<file path="src/rtl/p2p_handshake_flow_classifier_assert.svh">
// assertion macros for the handshake flow classifier
// no dependencies; define ASSERT_OFF to compile the checks out
`ifndef P2P_HANDSHAKE_FLOW_CLASSIFIER_ASSERT_SVH
`define P2P_HANDSHAKE_FLOW_CLASSIFIER_ASSERT_SVH

`ifndef ASSERT_OFF

// same-cycle implication, checked out of reset
`define P2PHS_ASSERT_SAME(label, clk, rstn, ante, cons) \
    label: assert property (@(posedge clk) disable iff (!(rstn)) (ante) |-> (cons)) \
        else $error("p2phs assertion failed");

// next-cycle implication, checked out of reset
`define P2PHS_ASSERT_NEXT(label, clk, rstn, ante, cons) \
    label: assert property (@(posedge clk) disable iff (!(rstn)) (ante) |=> (cons)) \
        else $error("p2phs assertion failed");

`else

`define P2PHS_ASSERT_SAME(label, clk, rstn, ante, cons)
`define P2PHS_ASSERT_NEXT(label, clk, rstn, ante, cons)

`endif

`endif

</file>
<file path="src/rtl/p2phs_pkg.sv">
// shared types, codes and prefix pattern tables for the handshake flow classifier
// no dependencies
`timescale 1ns / 1ps

package p2phs_pkg;

    localparam int NUM_PAT = 6;
    localparam int PAT_MAX = 11;

    localparam logic [3:0] COUNT_MAX = 4'd15;

    typedef logic [NUM_PAT-1:0] pat_flags_t;

    typedef enum logic [2:0] {
        VERD_PENDING  = 3'd0,
        VERD_HUB      = 3'd1,
        VERD_PEER     = 3'd2,
        VERD_ADC_PEER = 3'd3,
        VERD_EXCLUDED = 3'd4,
        VERD_IGNORED  = 3'd5
    } verdict_t;

    localparam logic [1:0] STAGE_START = 2'd0;
    localparam logic [1:0] STAGE_LOCK  = 2'd1;
    localparam logic [1:0] STAGE_NICK  = 2'd2;

    localparam logic [7:0] CHAR_DOLLAR = "$";
    localparam logic [7:0] CHAR_BAR    = "|";
    localparam logic [7:0] CHAR_LT     = "<";

    // bit 0 lock, bit 1 mynick, bits 2-3 hsup, bits 4-5 csup
    localparam logic [7:0] PAT_TEXT [NUM_PAT][PAT_MAX] = '{
        '{"$", "L", "o", "c", "k", " ", 8'h00, 8'h00, 8'h00, 8'h00, 8'h00},
        '{"$", "M", "y", "N", "i", "c", "k", " ", 8'h00, 8'h00, 8'h00},
        '{"H", "S", "U", "P", " ", "A", "D", "B", "A", "S", "0"},
        '{"H", "S", "U", "P", " ", "A", "D", "B", "A", "S", "E"},
        '{"C", "S", "U", "P", " ", "A", "D", "B", "A", "S", "0"},
        '{"C", "S", "U", "P", " ", "A", "D", "B", "A", "S", "E"}
    };

    localparam logic [3:0] PAT_LEN [NUM_PAT] = '{
        4'd6, 4'd8, 4'd11, 4'd11, 4'd11, 4'd11
    };

    localparam int PAT_LOCK = 0;
    localparam int PAT_NICK = 1;
    localparam pat_flags_t HSUP_MASK = 6'b00_1100;
    localparam pat_flags_t CSUP_MASK = 6'b11_0000;

endpackage

</file>
<file path="src/rtl/p2phs_matcher.sv">
// anchored prefix tracker: drops each pattern that the byte at this offset breaks
// depends on p2phs_pkg
`timescale 1ns / 1ps

module p2phs_matcher
    import p2phs_pkg::*;
(
    input  logic [7:0]  data_byte,
    input  logic [3:0]  pos,
    input  pat_flags_t  flags_in,
    output pat_flags_t  flags_out
);

    always_comb begin
        flags_out = flags_in;
        for (int k = 0; k < NUM_PAT; k++) begin
            if (pos < PAT_LEN[k]) begin
                if (PAT_TEXT[k][pos] != data_byte) begin
                    flags_out[k] = 1'b0;
                end
            end
        end
    end

endmodule

</file>
<file path="src/rtl/p2p_handshake_flow_classifier.sv">
// top level of the handshake flow classifier: flow state, packet trackers, result register
// depends on p2phs_pkg, p2phs_matcher and p2p_handshake_flow_classifier_assert.svh
`timescale 1ns / 1ps

// Takes one payload byte per clock and gives one result per packet end, registered
// in the cycle after the last byte is accepted. Every tcp byte is folded into the flow state
// and packet trackers in the cycle it is accepted, so a byte may enter each cycle;
// s_ready drops only while a finished result waits in the output register and m_ready
// is low. A new flow command clears the state and gives no result.

`include "p2p_handshake_flow_classifier_assert.svh"

module p2p_handshake_flow_classifier
    import p2phs_pkg::*;
(
    input  logic       aclk,
    input  logic       aresetn,
    input  logic       s_valid,
    output logic       s_ready,
    input  logic       s_command,
    input  logic [7:0] s_data_byte,
    input  logic       s_last_of_packet,
    input  logic       s_is_tcp,
    output logic       m_valid,
    input  logic       m_ready,
    output logic [2:0] m_verdict,
    output logic [1:0] m_stage_after
);

    logic [1:0]  stage_reg,    stage_next;
    verdict_t    decision_reg, decision_next;
    logic [3:0]  count_reg,    count_next;
    logic [7:0]  first_reg,    first_next;
    pat_flags_t  flags_reg,    flags_next;
    logic [7:0]  prev_reg,     prev_next;

    logic        m_valid_reg,  m_valid_next;
    verdict_t    verdict_reg,  verdict_next;
    logic [1:0]  stage_out_reg, stage_out_next;

    logic        accept;
    pat_flags_t  flags_match;
    logic [3:0]  count_upd;
    logic [7:0]  first_upd;
    logic        endbar;
    logic        lock_hit;
    logic        nick_hit;
    logic        hsup_hit;
    logic        csup_hit;

    assign s_ready = !m_valid_reg || m_ready;
    assign accept  = s_valid && s_ready;

    p2phs_matcher u_matcher (
        .data_byte (s_data_byte),
        .pos       (count_reg),
        .flags_in  (flags_reg),
        .flags_out (flags_match)
    );

    // packet trackers including the byte at the input
    assign count_upd = (count_reg < COUNT_MAX) ? count_reg + 4'd1 : count_reg;
    assign first_upd = (count_reg == 4'd0) ? s_data_byte : first_reg;
    assign endbar    = (s_data_byte == CHAR_BAR);
    assign lock_hit  = flags_match[PAT_LOCK] && (count_upd > 4'd6);
    assign nick_hit  = flags_match[PAT_NICK] && (count_upd > 4'd7);
    assign hsup_hit  = ((flags_match & HSUP_MASK) != '0) && (count_upd >= 4'd11);
    assign csup_hit  = ((flags_match & CSUP_MASK) != '0) && (count_upd >= 4'd11);

    always_comb begin
        stage_next     = stage_reg;
        decision_next  = decision_reg;
        count_next     = count_reg;
        first_next     = first_reg;
        flags_next     = flags_reg;
        prev_next      = prev_reg;
        verdict_next   = verdict_reg;
        stage_out_next = stage_out_reg;
        m_valid_next   = m_valid_reg && !m_ready;

        if (accept) begin
            if (s_command) begin
                stage_next    = STAGE_START;
                decision_next = VERD_PENDING;
                count_next    = '0;
                first_next    = '0;
                flags_next    = '1;
                prev_next     = '0;
            end else if (!s_is_tcp) begin
                if (s_last_of_packet) begin
                    count_next     = '0;
                    first_next     = '0;
                    flags_next     = '1;
                    prev_next      = '0;
                    verdict_next   = VERD_IGNORED;
                    stage_out_next = stage_reg;
                    m_valid_next   = 1'b1;
                end
            end else if (!s_last_of_packet) begin
                count_next = count_upd;
                first_next = first_upd;
                flags_next = flags_match;
                prev_next  = s_data_byte;
            end else begin
                if (decision_reg == VERD_PENDING) begin
                    case (stage_reg)
                        STAGE_START: begin
                            if (lock_hit && endbar) begin
                                stage_next = STAGE_LOCK;
                            end else if (nick_hit && endbar) begin
                                stage_next = STAGE_NICK;
                            end else if (hsup_hit) begin
                                decision_next = VERD_HUB;
                            end else if (csup_hit) begin
                                decision_next = VERD_ADC_PEER;
                            end else begin
                                decision_next = VERD_EXCLUDED;
                            end
                        end
                        STAGE_LOCK: begin
                            if (hsup_hit) begin
                                decision_next = VERD_HUB;
                            end else if (csup_hit) begin
                                decision_next = VERD_ADC_PEER;
                            end else if ((count_upd > 4'd6) && endbar &&
                                         (first_upd == CHAR_DOLLAR ||
                                          first_upd == CHAR_LT)) begin
                                decision_next = VERD_HUB;
                            end else begin
                                decision_next = VERD_EXCLUDED;
                            end
                        end
                        STAGE_NICK: begin
                            if ((count_upd > 4'd6) && endbar && first_upd == CHAR_DOLLAR) begin
                                decision_next = VERD_PEER;
                            end else begin
                                decision_next = VERD_EXCLUDED;
                            end
                        end
                        default: begin
                            decision_next = VERD_EXCLUDED;
                        end
                    endcase
                end
                verdict_next   = decision_next;
                stage_out_next = stage_next;
                m_valid_next   = 1'b1;
                count_next     = '0;
                first_next     = '0;
                flags_next     = '1;
                prev_next      = '0;
            end
        end
    end

    always_ff @(posedge aclk) begin
        if (!aresetn) begin
            stage_reg    <= STAGE_START;
            decision_reg <= VERD_PENDING;
            count_reg    <= '0;
            first_reg    <= '0;
            flags_reg    <= '1;
            prev_reg     <= '0;
            m_valid_reg  <= 1'b0;
        end else begin
            stage_reg    <= stage_next;
            decision_reg <= decision_next;
            count_reg    <= count_next;
            first_reg    <= first_next;
            flags_reg    <= flags_next;
            prev_reg     <= prev_next;
            m_valid_reg  <= m_valid_next;
        end
    end

    always_ff @(posedge aclk) begin
        verdict_reg   <= verdict_next;
        stage_out_reg <= stage_out_next;
    end

    assign m_valid       = m_valid_reg;
    assign m_verdict     = verdict_reg;
    assign m_stage_after = stage_out_reg;

    // a decision stays until a new flow starts
    `P2PHS_ASSERT_NEXT(a_decision_final, aclk, aresetn,
        (decision_reg != VERD_PENDING) && !(accept && s_command),
        decision_reg == $past(decision_reg))

    // stage three is never reached
    `P2PHS_ASSERT_SAME(a_stage_legal, aclk, aresetn, 1'b1, stage_reg != 2'd3)

    // a new flow command leaves a clean flow
    `P2PHS_ASSERT_NEXT(a_new_flow_clears, aclk, aresetn, accept && s_command,
        stage_reg == STAGE_START && decision_reg == VERD_PENDING && count_reg == 4'd0)

endmodule

</file>
<file path="config.mk">
export PLATFORM = sky130hd
export DESIGN_NAME = p2p_handshake_flow_classifier
export DESIGN_NICKNAME = d
export VERILOG_FILES = /design/src/rtl/p2phs_pkg.sv /design/src/rtl/p2phs_matcher.sv /design/src/rtl/p2p_handshake_flow_classifier.sv
export VERILOG_INCLUDE_DIRS = /design/src /design/src/rtl
export SDC_FILE = /design/constraint.sdc
export NUM_CORES = 1
export LEC_CHECK = 0
export ABC_AREA = 1
export BUFFER_PORTS_ARGS = -buffer_cell sky130_fd_sc_hd__buf_4
export CAP_MARGIN = 20
export CORE_UTILIZATION = 47
export CTS_CLUSTER_DIAMETER = 40
export CTS_CLUSTER_SIZE = 14
export DETAILED_ROUTE_END_ITERATION = 10
export PLACE_DENSITY = 0.63
export SLEW_MARGIN = 20
export SYNTH_ARGS = -nofsm -noshare
export SYNTH_HDL_FRONTEND = slang
export SYNTH_HIERARCHICAL = 1
export SYNTH_SLANG_ARGS = --single-unit
export TNS_END_PERCENT = 100
</file>
<file path="constraint.sdc">
create_clock -name aclk -period 3.6 [get_ports aclk]
set_input_delay 0.36 -clock aclk [delete_from_list [all_inputs] [get_ports aclk]]
set_output_delay 0.36 -clock aclk [all_outputs]
set_load 0.01 [all_outputs]
</file>
==> results.ini, run 1 <==
[run_status]
status = completed

[sta]
layout_worst_path_cycle_share_pct = 82.05
timing.fmax_mhz = 338.5
timing.max_slew.rel_slack_pct = 58.07
max_slew_vio_count = 0
setup_tns_ps = 0
final.min_clock_period_ps = 2954
timing.final.hold_violations = 0
final-setup-viol-count = 0
worst-slew-pin-transition_ps = 628.0
skew_ps = 4.023
grt_setup_unrepaired = no

[floorplanning]
chipWidth_um = 77.16
coreArea_mm2 = 0.005473
start_util_pct = 48.51
io_pins = 22
number_of_rows_in_the_core_area = 27
die_area_mm2 = 0.005954
die-height_um = 77.16

[setup_path]
r2r_cells = 15
r2r_end = m_verdict[0]
worstSetupStartpointType = flop
rr_startpoint = count_reg[0]
critPathArrivalTime_ps = 2990
required_ps = 3640
setup.worst_path.end_class = flop
r2r_slack_ps = 650
setup.worst_path.class = reg -> reg
critical_path_peak_fanout = 12

[cts]
cts_root_buffer = sky130_fd_sc_hd__clkbuf_8
post_cts_buffers = 0
path_clk_slew_ps = 70
htree_levels = 2
cts_hold_repair.buffers = 0
clkLatencyLatePin_ps = 280
clkSinkCount = 29
cts_repair_resize_count = 0
cts_tree = yes
max-clock-path-buffers = 2
tritoncts.num_buffers = 5

[placed_design]
placer_s_final_routability_congestion_estimate = 0.9322
buffer_ports.inserted = 21
placedCellCount = 542
dp_hpwl_um = 5475

[min_path]
hp-class = in -> reg
hold_path_startpoint = aresetn
holdPathStages = 2
min_delay_worst_endpoint = flags_reg[3]

[synthesis]
synth_edf_count = 5
post_synth.cell_area_avg_um2 = 5.822
post_synth_main_area_contributors = sky130_fd_sc_hd__nand2_1 22%, sky130_fd_sc_hd__dfxtp_1 18%, sky130_fd_sc_hd__nand3_1 11%, sky130_fd_sc_hd__inv_1 8.2%, sky130_fd_sc_hd__edfxtp_1 5.7%
synth_flop_cell = sky130_fd_sc_hd__dfxtp_1
synth-seq-cells = 29
syn-instance-count = 456
library_cell_with_the_highest_instance_count_after_synthesis = sky130_fd_sc_hd__nand2_1
yosysWarningCount = 6
synth_largest_type_area_fraction_pct = 22.34
yosys-top-cells-count = 158 x sky130_fd_sc_hd__nand2_1, 60 x sky130_fd_sc_hd__nand3_1, 58 x sky130_fd_sc_hd__inv_1
yosysUniqueCellTypes = 32
synth_top_cell_by_area = sky130_fd_sc_hd__nand2_1
async_flop_share_pct = 0
synth-seq-area-share_pct = 23.75
syn-cell-area_mm2 = 0.002655
synth_nets = 482

[detailed_routing]
avgViaCountPerCell = 5.349
per_cell_routed_wire_length_um = 12.87
final_antenna_net_count = 0
dr_total_vias = 2942
number_of_detailed_routing_iterations_run_before_antenna_repair = 6
route.final.wire_length_um = 7076
drt_drc_violations_left = 0
drt-initial-drc-count = 243

[global_routing]
grt_start_max_net_pins = 24
globalRouteOverflowTotal = 0
grt_antenna_before_repair = 0
first_pass_grt_wire_length_um = 12040
global_route.usage.total_pct = 25.09
via_count_of_the_first_global_routing_pass = 2613

[power_and_ir_drop]
cellPowerDensity_mw_per_mm2 = 290.6
ir_worst_vdd_v = 0.0002258
power.share.sequential_pct = 39.0
switching_power_summed_over_all_nets_mw = 0.2139
netSwitchingFraction_pct = 24.64
cellLeakagePower_nw = 1.479
cell_internal_pwr_mw = 0.6543
power_frac_comb_pct = 14.1
power.share.clock_pct = 46.8

[run]
drv.max_cap_violation_count = 0

[finish]
final_util_pct = 54.60
largest_register_ff_count = 8
layout-drive-gt1-share_pct = 11.92
antennaDiodeCount = 0
layout.cells.non_filler = 550
layout.nets = 503
syn_to_final_growth_pct = 12.54

## power by group through the flow
stage | clock (mW) | combinational [mW] | sequential (mW)
detailed placement | 0 | 0.121 | 0.346
global placement | 0 | 0.122 | 0.346
finish | 0.407 | 0.122 | 0.339
CTS | 0.415 | 0.122 | 0.339
floorplan | 0 | 0.0760 | 0.346
global route | 0.423 | 0.138 | 0.339
## layout by cell type, fill, tap and decap left out, types with 8 or more instances in the layout
| cell type | instances |
|---|---|
| sky130_fd_sc_hd__dfxtp_1 | 24 |
| sky130_fd_sc_hd__inv_1 | 58 |
| sky130_fd_sc_hd__nand2_2 | 10 |
| sky130_fd_sc_hd__ha_1 | 11 |
| sky130_fd_sc_hd__a21oi_1 | 23 |
| sky130_fd_sc_hd__nand4_1 | 8 |
| sky130_fd_sc_hd__o21ai_0 | 9 |
| sky130_fd_sc_hd__nand2_1 | 158 |
| sky130_fd_sc_hd__nand3_1 | 60 |
| sky130_fd_sc_hd__buf_4 | 24 |
| sky130_fd_sc_hd__nor2_1 | 40 |
## worst max path at each step
stage	startpoint	endpoint	slack, ps	depth (start not counted)
after floorplan	count_reg[1]	m_verdict[0]	960	15
after global placement	count_reg[2]	m_verdict[0]	710	14
after detailed placement	count_reg[0]	m_verdict[0]	650	15
after CTS	count_reg[0]	m_verdict[0]	640	15
after global routing	count_reg[0]	m_verdict[0]	240	15
final	count_reg[0]	m_verdict[0]	650	15
## through the flow
stage / setup slack, ps / hold WS (ps) / power (mW) / area [um^2]
finish: 646.2 / 325.0 / 0.8681 / 2988
global route: 235.6 / 324.1 / 0.9009 / 2988
CTS: 639.7 / 318.7 / 0.8758 / 2988
detailed placement: 652.5 / 455.1 / 0.4673 / 2854
global placement: 710.0 / 454.7 / 0.4681 / 2854
floorplan: 960.4 / 444.5 / 0.4224 / 2655
## layer usage
layer | track usage (%) | vias to the layer above | share of wire (%)
met5 | 0 | - | 0
met4 | 6.415 | 0 | 1.3
met3 | 5.952 | 10 | 7.7
met2 | 38.67 | 93 | 42
met1 | 34.78 | 1336 | 49
li1 | - | 1503 | -
## final cells by class
type / count / area, um^2
tap: 72 / 90.09
clock inverter: 3 / 65.06
clock buffer: 5 / 68.82
timing repair buffer: 24 / 180.2
multi-input combinational: 357 / 1725
fill: 612 / 2485
inverter: 60 / 227.7
sequential: 29 / 630.6
## critical path: stages (launching register included)
cell and delay (ps):
sky130_fd_sc_hd__dfxtp_1 570, sky130_fd_sc_hd__inv_1 190, sky130_fd_sc_hd__ha_1 340, sky130_fd_sc_hd__o21ai_1 190, sky130_fd_sc_hd__nand3_1 120, sky130_fd_sc_hd__inv_1 70
sky130_fd_sc_hd__nor2_1 40, sky130_fd_sc_hd__nand3_1 60, sky130_fd_sc_hd__nor2_1 50, sky130_fd_sc_hd__nor2_1 80, sky130_fd_sc_hd__nor2_1 50, sky130_fd_sc_hd__or2_2 300
sky130_fd_sc_hd__o311ai_0 390, sky130_fd_sc_hd__nand2_1 120, sky130_fd_sc_hd__nand2_2 100, sky130_fd_sc_hd__nand3_1 60
## cell families (layout without fill, tap and decap cells)
logic type / after synthesis / in the layout / synth area share [%]
AOI/OAI and AO/OA: 51 / 51 / 11.03
xor gates and xnor gates: 1 / 1 / 0.3299
adders and majority gates: 11 / 11 / 5.184
buffers and inverters: 70 / 92 / 11.26
DFF: 29 / 29 / 23.75
and+or+nand+nor: 294 / 294 / 48.45
(Power assumes the default switching activity.)
==> run 2, diff against run 1 <==
ABC_AREA = 0   (was 1)
clock period = 3 ns   (was 3.6 ns; I/O delays follow)
==> results.ini, run 2 <==
[detailed_routing]
dr_total_vias = 2433  ; -17%
avgViaCountPerCell = 6.113  ; +14%
drt-initial-drc-count = 189  ; -22%
per_cell_routed_wire_length_um = 16.51  ; +28%
route.final.wire_length_um = 6569  ; -7.2%
final_antenna_net_count = 0  ; unchanged
number_of_detailed_routing_iterations_run_before_antenna_repair = 5  ; -1
drt_drc_violations_left = 0  ; unchanged

[sta]
timing.max_slew.rel_slack_pct = 55.83  ; -2.2 points
final-setup-viol-count = 0  ; unchanged
layout_worst_path_cycle_share_pct = 96.27  ; +14 points
grt_setup_unrepaired = yes
skew_ps = 6.546  ; +2.523 ps
final.min_clock_period_ps = 2888  ; -65.75 ps
fin_worst_hold_slack_ps = 299.8  ; -25.14 ps
worst-slew-pin-transition_ps = 658.2  ; +30.13 ps
timing.fmax_mhz = 346.3  ; +2.3%
timing.final.hold_violations = 0  ; unchanged
max_slew_vio_count = 0  ; unchanged

[synthesis]
synth-seq-area-share_pct = 25.53  ; +1.8 points
post_synth_main_area_contributors = sky130_fd_sc_hd__dfxtp_1 19%, sky130_fd_sc_hd__edfxtp_1 6.1%, sky130_fd_sc_hd__ha_1 5.6%, sky130_fd_sc_hd__nor2b_1 4.1%, sky130_fd_sc_hd__xnor2_1 3.5%
synth_edf_count = 5  ; unchanged
yosysUniqueCellTypes = 67  ; +110%
syn-cell-area_mm2 = 0.002470  ; -7.0%
synth_largest_type_area_fraction_pct = 19.45  ; -2.9 points
yosys-top-cells-count = 24 x sky130_fd_sc_hd__dfxtp_1, 21 x sky130_fd_sc_hd__nand2_1, 17 x sky130_fd_sc_hd__a21oi_1
synth_flop_cell = sky130_fd_sc_hd__dfxtp_1
synth_nets = 331  ; -31%
async_flop_share_pct = 0  ; unchanged
synth-seq-cells = 29  ; unchanged
syn-instance-count = 305  ; -33%
post_synth.cell_area_avg_um2 = 8.098  ; +39%
yosysWarningCount = 6  ; unchanged
synth_top_cell_by_area = sky130_fd_sc_hd__dfxtp_1
library_cell_with_the_highest_instance_count_after_synthesis = sky130_fd_sc_hd__dfxtp_1

[finish]
stdcell_area_mm2 = 0.002892  ; -3.2%
syn_to_final_growth_pct = 17.07
layout.cells.most_common_list = 36 x sky130_fd_sc_hd__buf_4, 21 x sky130_fd_sc_hd__nand2_1, 21 x sky130_fd_sc_hd__dfxtp_1
final_util_pct = 56.98  ; +2.4 points
antennaDiodeCount = 0  ; unchanged
largest_register_ff_count = 8  ; unchanged
layout-drive-gt1-share_pct = 21.04  ; +9.1 points
layout.nets = 353  ; -30%
layout_commonest_cell = sky130_fd_sc_hd__buf_4

[floorplanning]
coreArea_mm2 = 0.005075  ; -7.3%
die-height_um = 74.49  ; -3.5%
number_of_rows_in_the_core_area = 26  ; -3.7%
chipWidth_um = 74.49  ; -3.5%
die_area_mm2 = 0.005549  ; -6.8%
io_pins = 22  ; unchanged
start_util_pct = 48.67  ; +0.15 points

[power_and_ir_drop]
ir_worst_vdd_v = 0.0002046  ; -9.4%
cellPowerDensity_mw_per_mm2 = 323.5  ; +11%
cellLeakagePower_nw = 1.105  ; -25%

[setup_path]
critPathArrivalTime_ps = 2920  ; -70 ps
worstSetupStartpointType = flop
required_ps = 3030  ; -610 ps
r2r_cells = 12  ; -3
critical_path_peak_fanout = 12  ; unchanged
setup.worst_path.end_class = flop
setup.worst_path.class = reg -> reg

[min_path]
hp-class = in -> reg
holdPathStages = 2  ; unchanged

[cts]
tritoncts.num_buffers = 5  ; unchanged
clkLatencyLatePin_ps = 290  ; about the same
cts_tree = yes
max-clock-path-buffers = 2  ; unchanged
htree_levels = 2  ; unchanged
clkSinkCount = 29  ; unchanged
cts_root_buffer = sky130_fd_sc_hd__clkbuf_8
path_clk_slew_ps = 60  ; about the same

[global_routing]
global_route.usage.total_pct = 24.12  ; -0.97 points
grt_start_max_net_pins = 23  ; -4.2%
grt_antenna_before_repair = 0  ; unchanged
first_pass_grt_wire_length_um = 10130  ; -16%
globalRouteOverflowTotal = 0  ; unchanged
via_count_of_the_first_global_routing_pass = 2044  ; -22%

[placed_design]
buffer_ports.inserted = 21  ; unchanged
dp_hpwl_um = 4759  ; -13%
placer_s_final_routability_congestion_estimate = 0.8937  ; -4.1%
placed_area_mm2 = 0.002729  ; -4.4%

[run]
drv.max_cap_violation_count = 0  ; unchanged

[run_status]
status = completed

-- run 2: cell types whose count changed after synthesis, moves of 9 or more --
cell | before | now
sky130_fd_sc_hd__nor2_1 | 40 | 15
sky130_fd_sc_hd__nand2_2 | 10 | 0
sky130_fd_sc_hd__xnor2_1 | 0 | 10
sky130_fd_sc_hd__a22oi_1 | 0 | 9
sky130_fd_sc_hd__nand3_1 | 60 | 11
sky130_fd_sc_hd__clkbuf_1 | 2 | 12
sky130_fd_sc_hd__nand2_1 | 158 | 21
sky130_fd_sc_hd__nor2b_1 | 0 | 16
sky130_fd_sc_hd__inv_1 | 58 | 16
-- run 2: cell type report --
class | count | area, um^2
clock buffer | 6 | 72.57
clock inverter | 2 | 33.78
fill | 489 | 2183
inverter | 16 | 60.06
multi-input combinational | 239 | 1730
sequential | 29 | 636.9
tap | 70 | 87.58
timing repair buffer | 36 | 270.3
-- run 2: worst paths after layout --
check	startpoint	slack (ps)	endpoint
max	count_reg[0]	110	m_verdict[2]
min	aresetn	300	flags_reg[2]
max reg2reg	count_reg[0]	110	m_verdict[2]
min reg2reg	flags_reg[4]	490	flags_reg[4]
-- run 2: cells by family after synthesis --
logic type | Yosys count | synth area share, %
simple gates | 114 | 27.61
buf+inv | 37 | 6.636
compound gates | 92 | 26.24
xor+xnor | 15 | 5.319
flops | 29 | 25.53
fa+ha+maj | 11 | 5.572
mux | 7 | 3.090
-- run 2: worst max-delay path, stage by stage, from the launching register on --
cell and delay, ps:
sky130_fd_sc_hd__dfxtp_2 320, sky130_fd_sc_hd__buf_4 180, sky130_fd_sc_hd__ha_1 300, sky130_fd_sc_hd__and3b_1 200, sky130_fd_sc_hd__a211oi_1 340, sky130_fd_sc_hd__o211ai_1 200, sky130_fd_sc_hd__a211oi_1 270, sky130_fd_sc_hd__o21a_1 190
sky130_fd_sc_hd__nor4_1 60, sky130_fd_sc_hd__a21oi_1 240, sky130_fd_sc_hd__a31oi_2 80, sky130_fd_sc_hd__a32oi_1 170, sky130_fd_sc_hd__nand3b_1 90
-- run 2: report_power, final --
part	internal [mW]	total [mW]	switching (mW)
Clock	0.245	0.396	0.151
Sequential	0.401	0.405	0.00368
Combinational	0.0554	0.134	0.0789
-- run 2: what timing repair did --
action,CTS,global route
setup endpoints to repair,0,7
resized for setup,0,13
hold buffers,0,0
buffers inserted,0,1
-- run 2: per-stage QoR --
stage | instances | setup WS, ps | setup TNS, ps | power [mW]
floorplan | 305 | 16.27 | 0 | 0.4939
global placement | 389 | 89.38 | 0 | 0.5419
detailed placement | 389 | 30.98 | 0 | 0.5420
CTS | 397 | 20.35 | 0 | 0.9362
global route | 398 | -117.1 | -186.5 | 0.9692
finish | 398 | 111.9 | 0 | 0.9353
-- run 2: metal layers --
layer	GRT usage (%)	wire [um]	part of all wire, %	vias to the layer above
met5	0	0	0	-
met3	4.472	316	4.8	16
met1	32.10	2992	46	1150
li1	-	-	-	1183
met4	9.644	188	2.9	0
met2	38.44	3072	47	84
